### config.mk
export PLATFORM = sky130hd
export DESIGN_NAME = dive_waypoint_mission_sequencer
export DESIGN_NICKNAME = d
export VERILOG_FILES = /design/src/hdl/dwms_pkg.sv /design/src/hdl/dwms_step.sv /design/src/hdl/dive_waypoint_mission_sequencer.sv
export SDC_FILE = /design/constraint.sdc
export NUM_CORES = 1
export LEC_CHECK = 0
export BUFFER_PORTS_ARGS = -buffer_cell sky130_fd_sc_hd__buf_2
export CAP_MARGIN = 25
export CORE_MARGIN = 2
export CORE_UTILIZATION = 65
export CTS_CLUSTER_DIAMETER = 50
export DETAILED_ROUTE_END_ITERATION = 10
export PLACE_DENSITY_LB_ADDON = 0.05
export SYNTH_ARGS = -nofsm -noshare
export SYNTH_HDL_FRONTEND = slang
export SYNTH_SLANG_ARGS = --single-unit
### constraint.sdc
create_clock -name i_clk -period 19.55 [get_ports i_clk]
set_input_delay 2.9325 -clock i_clk [delete_from_list [all_inputs] [get_ports i_clk]]
set_output_delay 2.9325 -clock i_clk [all_outputs]
set_load 0.05 [all_outputs]
### src/hdl/dwms_pkg.sv
// Shared types and constants of the dive waypoint mission sequencer.
package dwms_pkg;

    // Field widths
    localparam int DEPTH_W    = 16;
    localparam int DWELL_W    = 8;
    localparam int TIMEOUT_W  = 11;
    localparam int DEBRIEF_W  = 9;
    localparam int TICKS_W    = 16;
    localparam int CFG_IDX_W  = 3;

    // Tick limits, one tick being 50 ms
    localparam logic [DWELL_W-1:0]   DWELL_LIMIT   = 8'd160;
    localparam logic [TIMEOUT_W-1:0] TIMEOUT_LIMIT = 11'd1200;
    localparam logic [DEBRIEF_W-1:0] DEBRIEF_LIMIT = 9'd400;

    // Register values after reset, millimetres
    localparam logic [DEPTH_W-1:0] FLOOR_RST   = 16'd2000;
    localparam logic [DEPTH_W-1:0] STEP_RST    = 16'd500;
    localparam logic [DEPTH_W-1:0] START_RST   = 16'd500;
    localparam logic [DEPTH_W-1:0] SURFACE_RST = 16'd500;
    localparam logic [DEPTH_W-1:0] BAND_RST    = 16'd125;

    // Input command codes
    typedef enum logic [1:0] {
        CMD_TICK  = 2'd0,
        CMD_START = 2'd1,
        CMD_ABORT = 2'd2
    } t_cmd;

    // Drive command codes
    typedef enum logic [1:0] {
        DRIVE_NONE    = 2'd0,
        DRIVE_DEPTH   = 2'd1,
        DRIVE_SURFACE = 2'd2
    } t_drive;

    // Configuration register indexes
    typedef enum logic [CFG_IDX_W-1:0] {
        CFG_FLOOR   = 3'd0,
        CFG_STEP    = 3'd1,
        CFG_START   = 3'd2,
        CFG_SURFACE = 3'd3,
        CFG_BAND    = 3'd4
    } t_cfg_idx;

    // Configuration register set
    typedef struct packed {
        logic [DEPTH_W-1:0] floor_mm;
        logic [DEPTH_W-1:0] step_mm;
        logic [DEPTH_W-1:0] start_mm;
        logic [DEPTH_W-1:0] surface_mm;
        logic [DEPTH_W-1:0] band_mm;
    } t_cfg;

    // Mission state
    typedef struct packed {
        logic                 active;
        logic                 started;
        logic                 debrief;
        logic                 return_trip;
        logic                 in_mission;
        logic                 success;
        logic [DEPTH_W-1:0]   target;
        logic [DWELL_W-1:0]   dwell;
        logic [TIMEOUT_W-1:0] timeout;
        logic [DEBRIEF_W-1:0] debrief_ticks;
        logic [TICKS_W-1:0]   mission_ticks;
    } t_state;

    // Drive command produced for one item
    typedef struct packed {
        t_drive             drive;
        logic [DEPTH_W-1:0] setpoint;
    } t_result;

endpackage

### src/hdl/dwms_step.sv
// Next-state and drive command logic for one transaction.
module dwms_step
    import dwms_pkg::*;
(
    input  t_cmd               i_cmd,
    input  logic [DEPTH_W-1:0] i_depth,
    input  t_cfg               i_cfg,
    input  t_state             i_state,
    output t_state             o_state,
    output t_result            o_result
);

    // Clamp a signed candidate target into [surface, floor]; floor wins on overlap.
    function automatic logic [DEPTH_W-1:0] clip_target(
        input logic signed [DEPTH_W+1:0] v,
        input logic [DEPTH_W-1:0]        surface,
        input logic [DEPTH_W-1:0]        floor_mm
    );
        logic signed [DEPTH_W+1:0] r;
        r = v;
        if (r < $signed({2'b00, surface})) begin
            r = $signed({2'b00, surface});
        end
        if (r > $signed({2'b00, floor_mm})) begin
            r = $signed({2'b00, floor_mm});
        end
        return r[DEPTH_W-1:0];
    endfunction

    // Ending a mission clears everything but the target and the success flag.
    function automatic t_state f_terminate(input t_state s);
        t_state t;
        t               = s;
        t.active        = 1'b0;
        t.started       = 1'b0;
        t.debrief       = 1'b0;
        t.return_trip   = 1'b0;
        t.in_mission    = 1'b0;
        t.dwell         = '0;
        t.timeout       = '0;
        t.debrief_ticks = '0;
        t.mission_ticks = '0;
        return t;
    endfunction

    // One pass through the mission rules
    always_comb begin
        t_state                    st;
        t_result                   res;
        logic [DEPTH_W-1:0]        err;
        logic signed [DEPTH_W+1:0] cand;
        logic                      done;

        st           = i_state;
        res.drive    = DRIVE_NONE;
        res.setpoint = '0;
        err          = '0;
        cand         = '0;
        done         = 1'b0;

        unique case (i_cmd)
            CMD_START: begin
                st         = f_terminate(st);
                st.success = 1'b0;
                st.target  = clip_target($signed({2'b00, i_cfg.step_mm}),
                                         i_cfg.surface_mm, i_cfg.floor_mm);
                st.active  = 1'b1;
                res.drive  = DRIVE_SURFACE;
            end
            CMD_ABORT: begin
                st        = f_terminate(st);
                res.drive = DRIVE_SURFACE;
            end
            CMD_TICK: begin
                if (st.active && st.debrief) begin
                    // Debrief period: surface until the debrief count runs out.
                    st.in_mission = 1'b0;
                    st.target     = '0;
                    res.drive     = DRIVE_SURFACE;
                    if (st.debrief_ticks >= DEBRIEF_LIMIT) begin
                        st = f_terminate(st);
                    end else if (st.debrief_ticks != '1) begin
                        st.debrief_ticks = st.debrief_ticks + 1'b1;
                    end
                end else if (st.active) begin
                    if (i_depth >= i_cfg.start_mm) begin
                        st.in_mission = 1'b1;
                        st.started    = 1'b1;
                    end
                    if (st.started) begin
                        res.drive    = DRIVE_DEPTH;
                        res.setpoint = st.target;

                        // Dwell counts ticks spent inside the error band.
                        err = (i_depth >= st.target) ? (i_depth - st.target)
                                                     : (st.target - i_depth);
                        if (err <= i_cfg.band_mm) begin
                            if (st.dwell != '1) begin
                                st.dwell = st.dwell + 1'b1;
                            end
                        end else begin
                            st.dwell = '0;
                        end

                        // Waypoint reached: finish, or move on to the next one.
                        if (st.dwell >= DWELL_LIMIT) begin
                            if (st.target <= i_cfg.surface_mm && st.return_trip) begin
                                st.success = 1'b1;
                                st.debrief = 1'b1;
                                done       = 1'b1;
                            end else begin
                                if (st.target == i_cfg.floor_mm) begin
                                    st.return_trip = 1'b1;
                                end
                                st.dwell = '0;
                                if (st.return_trip) begin
                                    cand = $signed({2'b00, st.target})
                                         - $signed({2'b00, i_cfg.step_mm});
                                end else begin
                                    cand = $signed({2'b00, st.target})
                                         + $signed({2'b00, i_cfg.step_mm});
                                end
                                st.target  = clip_target(cand, i_cfg.surface_mm,
                                                         i_cfg.floor_mm);
                                st.timeout = '0;
                            end
                        end

                        // Waypoint held too long: failure debrief.
                        if (!done) begin
                            if (st.timeout >= TIMEOUT_LIMIT) begin
                                st.success = 1'b0;
                                st.debrief = 1'b1;
                            end else begin
                                if (st.mission_ticks != '1) begin
                                    st.mission_ticks = st.mission_ticks + 1'b1;
                                end
                                if (st.timeout != '1) begin
                                    st.timeout = st.timeout + 1'b1;
                                end
                            end
                        end
                    end
                end
            end
            default: begin
            end
        endcase

        o_state  = st;
        o_result = res;
    end

endmodule

### src/hdl/dive_waypoint_mission_sequencer.sv
// Dive waypoint mission sequencer. Each input transaction is a start, abort or
// 50 ms tick command with the measured depth; each gives exactly one output
// transaction with the drive command, the depth setpoint and the mission status.
// One transaction is accepted every clock cycle unless back-pressure holds off
// the input side. Accepting it loads the input register, and the single-pass
// update of the mission state then loads the result register, which offers the
// result. While a result waits for the receiver, the input side takes one more
// transaction into an empty input register and then holds off until the result
// is taken. Configuration writes are always accepted and should only be made
// while no transaction is in flight.
module dive_waypoint_mission_sequencer
    import dwms_pkg::*;
(
    input  logic                 i_clk,
    input  logic                 i_rst_n,

    // Configuration write channel
    input  logic                 i_cfg_valid,
    output logic                 o_cfg_ready,
    input  logic [CFG_IDX_W-1:0] i_cfg_index,
    input  logic [DEPTH_W-1:0]   i_cfg_data,

    // Command stream
    input  logic                 s_axis_tvalid,
    output logic                 s_axis_tready,
    input  logic [15:0]          s_axis_tdata,  // [15:0] depth_mm
    input  logic [1:0]           s_axis_tuser,  // [1:0] cmd

    // Drive command stream
    output logic                 m_axis_tvalid,
    input  logic                 m_axis_tready,
    // [15:0] setpoint_mm, [16] mission_active, [17] in_mission, [18] debriefing,
    // [19] mission_success, [20] returning, [36:21] elapsed_ticks, [39:37] zero
    output logic [39:0]          m_axis_tdata,
    output logic [1:0]           m_axis_tuser   // [1:0] drive_mode
);

    t_cfg               r_cfg;
    t_state             r_state;
    t_state             n_state;
    t_result            step_res;
    logic               r_in_valid;
    t_cmd               r_in_cmd;
    logic [DEPTH_W-1:0] r_in_depth;
    logic               r_out_valid;
    logic [39:0]        r_out_data;
    logic [1:0]         r_out_user;
    logic               out_free;
    logic               advance;

    // Configuration registers
    assign o_cfg_ready = 1'b1;

    always_ff @(posedge i_clk) begin
        if (!i_rst_n) begin
            r_cfg.floor_mm   <= FLOOR_RST;
            r_cfg.step_mm    <= STEP_RST;
            r_cfg.start_mm   <= START_RST;
            r_cfg.surface_mm <= SURFACE_RST;
            r_cfg.band_mm    <= BAND_RST;
        end else if (i_cfg_valid) begin
            unique case (i_cfg_index)
                CFG_FLOOR:   r_cfg.floor_mm   <= i_cfg_data;
                CFG_STEP:    r_cfg.step_mm    <= i_cfg_data;
                CFG_START:   r_cfg.start_mm   <= i_cfg_data;
                CFG_SURFACE: r_cfg.surface_mm <= i_cfg_data;
                CFG_BAND:    r_cfg.band_mm    <= i_cfg_data;
                default: begin
                end
            endcase
        end
    end

    // Pipeline flow control
    assign out_free      = !r_out_valid || m_axis_tready;
    assign advance       = r_in_valid && out_free;
    assign s_axis_tready = !r_in_valid || out_free;

    // Input register
    always_ff @(posedge i_clk) begin
        if (!i_rst_n) begin
            r_in_valid <= 1'b0;
        end else if (s_axis_tvalid && s_axis_tready) begin
            r_in_valid <= 1'b1;
        end else if (advance) begin
            r_in_valid <= 1'b0;
        end
    end

    always_ff @(posedge i_clk) begin
        if (s_axis_tvalid && s_axis_tready) begin
            r_in_cmd   <= t_cmd'(s_axis_tuser);
            r_in_depth <= s_axis_tdata;
        end
    end

    // Mission update
    dwms_step u_step (
        .i_cmd    (r_in_cmd),
        .i_depth  (r_in_depth),
        .i_cfg    (r_cfg),
        .i_state  (r_state),
        .o_state  (n_state),
        .o_result (step_res)
    );

    always_ff @(posedge i_clk) begin
        if (!i_rst_n) begin
            r_state <= '0;
        end else if (advance) begin
            r_state <= n_state;
        end
    end

    // Result register
    always_ff @(posedge i_clk) begin
        if (!i_rst_n) begin
            r_out_valid <= 1'b0;
        end else if (advance) begin
            r_out_valid <= 1'b1;
        end else if (m_axis_tready) begin
            r_out_valid <= 1'b0;
        end
    end

    always_ff @(posedge i_clk) begin
        if (advance) begin
            r_out_user <= step_res.drive;
            r_out_data <= {3'b000,
                           n_state.mission_ticks,
                           n_state.return_trip,
                           n_state.success,
                           n_state.debrief,
                           n_state.in_mission,
                           n_state.active,
                           step_res.setpoint};
        end
    end

    assign m_axis_tvalid = r_out_valid;
    assign m_axis_tdata  = r_out_data;
    assign m_axis_tuser  = r_out_user;

endmodule
==> results.py <==
metrics = {
    "clocking": {
        "post_cts_buffers": 0,
        "cts_sinks": 205,
        "clkLatencyLatePin_ns": 0.56,
        "cts-buffers-inserted": 30,
        "ctsLongestPathBuffers": 3,
        "htreeDepth": 1,
        "number_of_resized_instances_in_the_post_cts_repair_step": 0,
        "cts_tree": "done",
        "clkTransAtPathRegs_ns": 0.06,
        "cts.hold.buffers_added": 0,
        "ctsRootBufferMaster": "sky130_fd_sc_hd__clkbuf_16",
    },
    "setup_path": {
        "endpoint_kind": "register",
        "crit_fanout": 26,
        "crit_arrival_ns": 8.57,
        "cpMaxStageDelayCell": "sky130_fd_sc_hd__ha_1",
        "worst_path_dominant_cell_family": "compound AO/OA/AOI/OAI gates",
        "critPathKind": "register to register",
        "worst-path-buf-inv": 2,
        "critPathLaunchType": "register",
        "crit_path_largest_cell_delay_ns": 0.85,
        "timing.critical_path.required_ns": 19.93,
    },
    "cells_and_area": {
        "mostFrequentLayoutCell": "sky130_fd_sc_hd__nand2_1",
        "final_util_pct": 73.02,
        "drive_above_1_share_pct": 10.85,
        "stdcell_count": 2265,
        "layout.cells.most_common_list": "sky130_fd_sc_hd__nand2_1, sky130_fd_sc_hd__ha_1, sky130_fd_sc_hd__a21oi_1, sky130_fd_sc_hd__inv_1, sky130_fd_sc_hd__dfxtp_1",
        "layout.nets": 2152,
        "syn2layout_area_growth_pct": 10.55,
    },
    "die": {
        "placementRows": 56,
        "fp.dieH_um": 158.4,
        "die_width_um": 158.4,
        "initial_util_pct": 66.06,
        "standard_cell_core_area_um2": 23470,
        "floorplan.die_area_um2": 25100,
        "design.portCount": 87,
    },
    "yosys": {
        "yosysSeqAreaShare_pct": 30.15,
        "syn-instance-count": 1875,
        "synthesis.area_um2": 15500,
        "synth_compound_gate_area_share_pct": 21.48,
        "yosysWarnings": 0,
        "synthMuxAreaShare_pct": 4.697,
        "synth_top_family_by_area": "compound AO/OA/AOI/OAI gates",
        "yosys_register_bits": 205,
        "post_synth_fa_ha_maj_area_fraction_pct": 15.45,
        "xor_xnor_portion_of_the_synthesized_cell_area_pct": 2.881,
        "post_synth_num_cell_types": 97,
        "synthArstFlopShare_pct": 0,
        "post_synth_and_or_nand_nor_area_fraction_pct": 18.92,
        "edff_count_synth": 57,
        "syn-mean-instance-area_um2": 8.269,
        "synth_ff_type": "sky130_fd_sc_hd__dfxtp_1",
    },
    "grt": {
        "antenna_found_initial": 1,
        "grt-ovfl-total": 0,
        "track_usage_pct": 36.15,
        "grt_pass1_wl_mm": 71.41,
        "grt_max_degree": 76,
        "first_global_vias": 13557,
    },
    "route": {
        "drt_first_pass_iters": 5,
        "route.detailed.vias_per_inst": 6.382,
        "route.detailed.drc": 0,
        "routed_wl_mm": 46.34,
        "route.detailed.wl_per_inst_um": 20.46,
        "residual_antenna_violating_net_count_after_detailed_routing": 0,
        "first_iter_violations": 1200,
        "detailroute.via_count": 14456,
    },
    "sta": {
        "grt_setup_unrepaired": "false",
        "timing_worst_slew_pin_value_ns": 1.063,
        "relSlewSlack_pct": 29.12,
        "setup_viol": 0,
        "holdWs_ns": 0.4527,
        "timing.clock.skew_ns": 0.01783,
        "fin_setup_tns_ns": 0,
        "timing.final.crit_share_pct": 41.89,
        "number_of_failing_hold_endpoints_at_the_final_stage": 0,
        "final_max_slew_viol_count": 0,
        "post-route-min-period_ns": 8.190,
        "maximum_clock_rate_ghz": 0.1221,
    },
    "power_and_ir_drop": {
        "vdd.ir_drop.worst_v": 0.00006660,
        "p_per_area_nw_per_um2": 75.59,
        "p_leak_nw": 7.143,
        "report.power.total_mw": 1.296,
    },
    "placed_design": {
        "place_congestion": 0.9886,
        "place.detailed.hpwl_mm": 33.89,
        "placement.io_buffers": 82,
        "place.detailed.instances": 2205,
    },
    "job": {
        "drv.max_cap_violation_count": 0,
    },
    "min_path": {
        "min_path_type": "register to register",
    },
    "status": {
        "run_status": "completed",
    },
}
-- cell families after synthesis --
| logic type | count (synthesis) |
|---|---|
| AOI/OAI and AO/OA | 501 |
| xor gates and xnor gates | 51 |
| adders and majority gates | 189 |
| buffers and inverters | 245 |
| DFF | 205 |
| muxes | 69 |
| other | 2 |
| and+or+nand+nor | 613 |
-- synthesized netlist by cell type, types with 12 or more instances --
master	count	share of area, %
sky130_fd_sc_hd__nand2_1	251	6.1
sky130_fd_sc_hd__ha_1	185	15
sky130_fd_sc_hd__a21oi_1	164	5.3
sky130_fd_sc_hd__inv_1	158	3.8
sky130_fd_sc_hd__dfxtp_1	148	19
sky130_fd_sc_hd__nor2_1	102	2.5
sky130_fd_sc_hd__o21ai_0	78	2.5
sky130_fd_sc_hd__edfxtp_1	57	11
sky130_fd_sc_hd__clkbuf_1	56	1.4
sky130_fd_sc_hd__mux2i_1	51	3.3
sky130_fd_sc_hd__nand3_1	48	1.5
sky130_fd_sc_hd__o211ai_1	46	2.2
sky130_fd_sc_hd__nand4_1	32	1.3
sky130_fd_sc_hd__nor3_1	31	1.0
sky130_fd_sc_hd__xnor2_1	26	1.5
sky130_fd_sc_hd__a21o_1	25	1.2
sky130_fd_sc_hd__xor2_1	25	1.4
sky130_fd_sc_hd__nor2b_1	24	0.97
sky130_fd_sc_hd__and3_1	22	0.89
sky130_fd_sc_hd__and2_1	21	0.85
sky130_fd_sc_hd__a211oi_1	18	0.87
sky130_fd_sc_hd__mux2_2	16	1.2
sky130_fd_sc_hd__o31ai_1	16	0.77
sky130_fd_sc_hd__a31oi_1	15	0.61
sky130_fd_sc_hd__nand2b_1	15	0.61
sky130_fd_sc_hd__or3_1	15	0.61
sky130_fd_sc_hd__nor4_1	13	0.52
sky130_fd_sc_hd__buf_2	12	0.39
-- through the flow --
stage | setup WS [ns] | instance area (µm²)
after floorplan | 12.88 | 15510
after global placement | 11.47 | 16040
after detailed placement | 11.22 | 16040
after CTS | 11.12 | 17080
after global routing | 10.83 | 17140
final | 11.36 | 17140
-- routing by layer --
metal  global-route usage, %  up-vias  share of wire (%)
met4                   18.28        2                5.1
met3                   5.879      163                7.9
met1                   45.64     6778                 40
met5                       0        -              0.032
li1                        -     6856                  -
met2                   59.94      657                 47
-- final cells by class --
| cell class | instances | area (µm²) |
|---|---|---|
| antenna | 1 | 2.502 |
| clock buffer | 36 | 804.5 |
| clock inverter | 20 | 239.0 |
| fill | 1812 | 6332 |
| inverter | 159 | 596.8 |
| multi-input combinational | 1427 | 9862 |
| sequential | 205 | 4674 |
| tap | 319 | 399.1 |
| timing repair buffer | 98 | 561.8 |
-- registers in the layout (all words and copies together), names as in the netlist --
| signal | cells |
|---|---|
| r_in_valid | 1 |
| m_axis_tdata | 37 |
| r_in_depth | 16 |
| m_axis_tuser | 2 |
| r_in_cmd | 2 |
| r_cfg | 80 |
| m_axis_tvalid | 1 |
| r_state | 66 |
-- report_power, final --
group	leakage (nW)	internal [mW]	switching, mW
combinational	4.89	0.107	0.169
sequential	1.75	0.448	0.00923
clock	0.510	0.349	0.213
total	7.14	0.905	0.391
-- worst min-delay path, stage by stage (launching register included) --
cell,delay (ns)
sky130_fd_sc_hd__dfxtp_1,0.31
sky130_fd_sc_hd__nand2_1,0.05
sky130_fd_sc_hd__a21oi_1,0.05
-- final timing paths --
check / from / to / slack [ns] / cells past startpoint
max: r_state[45] / r_state[51] / 11.36 / 31
min: r_cfg[45] / r_cfg[45] / 0.45 / 2
max reg2reg: r_state[45] / r_state[51] / 11.36 / 31
min reg2reg: r_cfg[45] / r_cfg[45] / 0.45 / 2
Power figures use the tool's default switching activity.
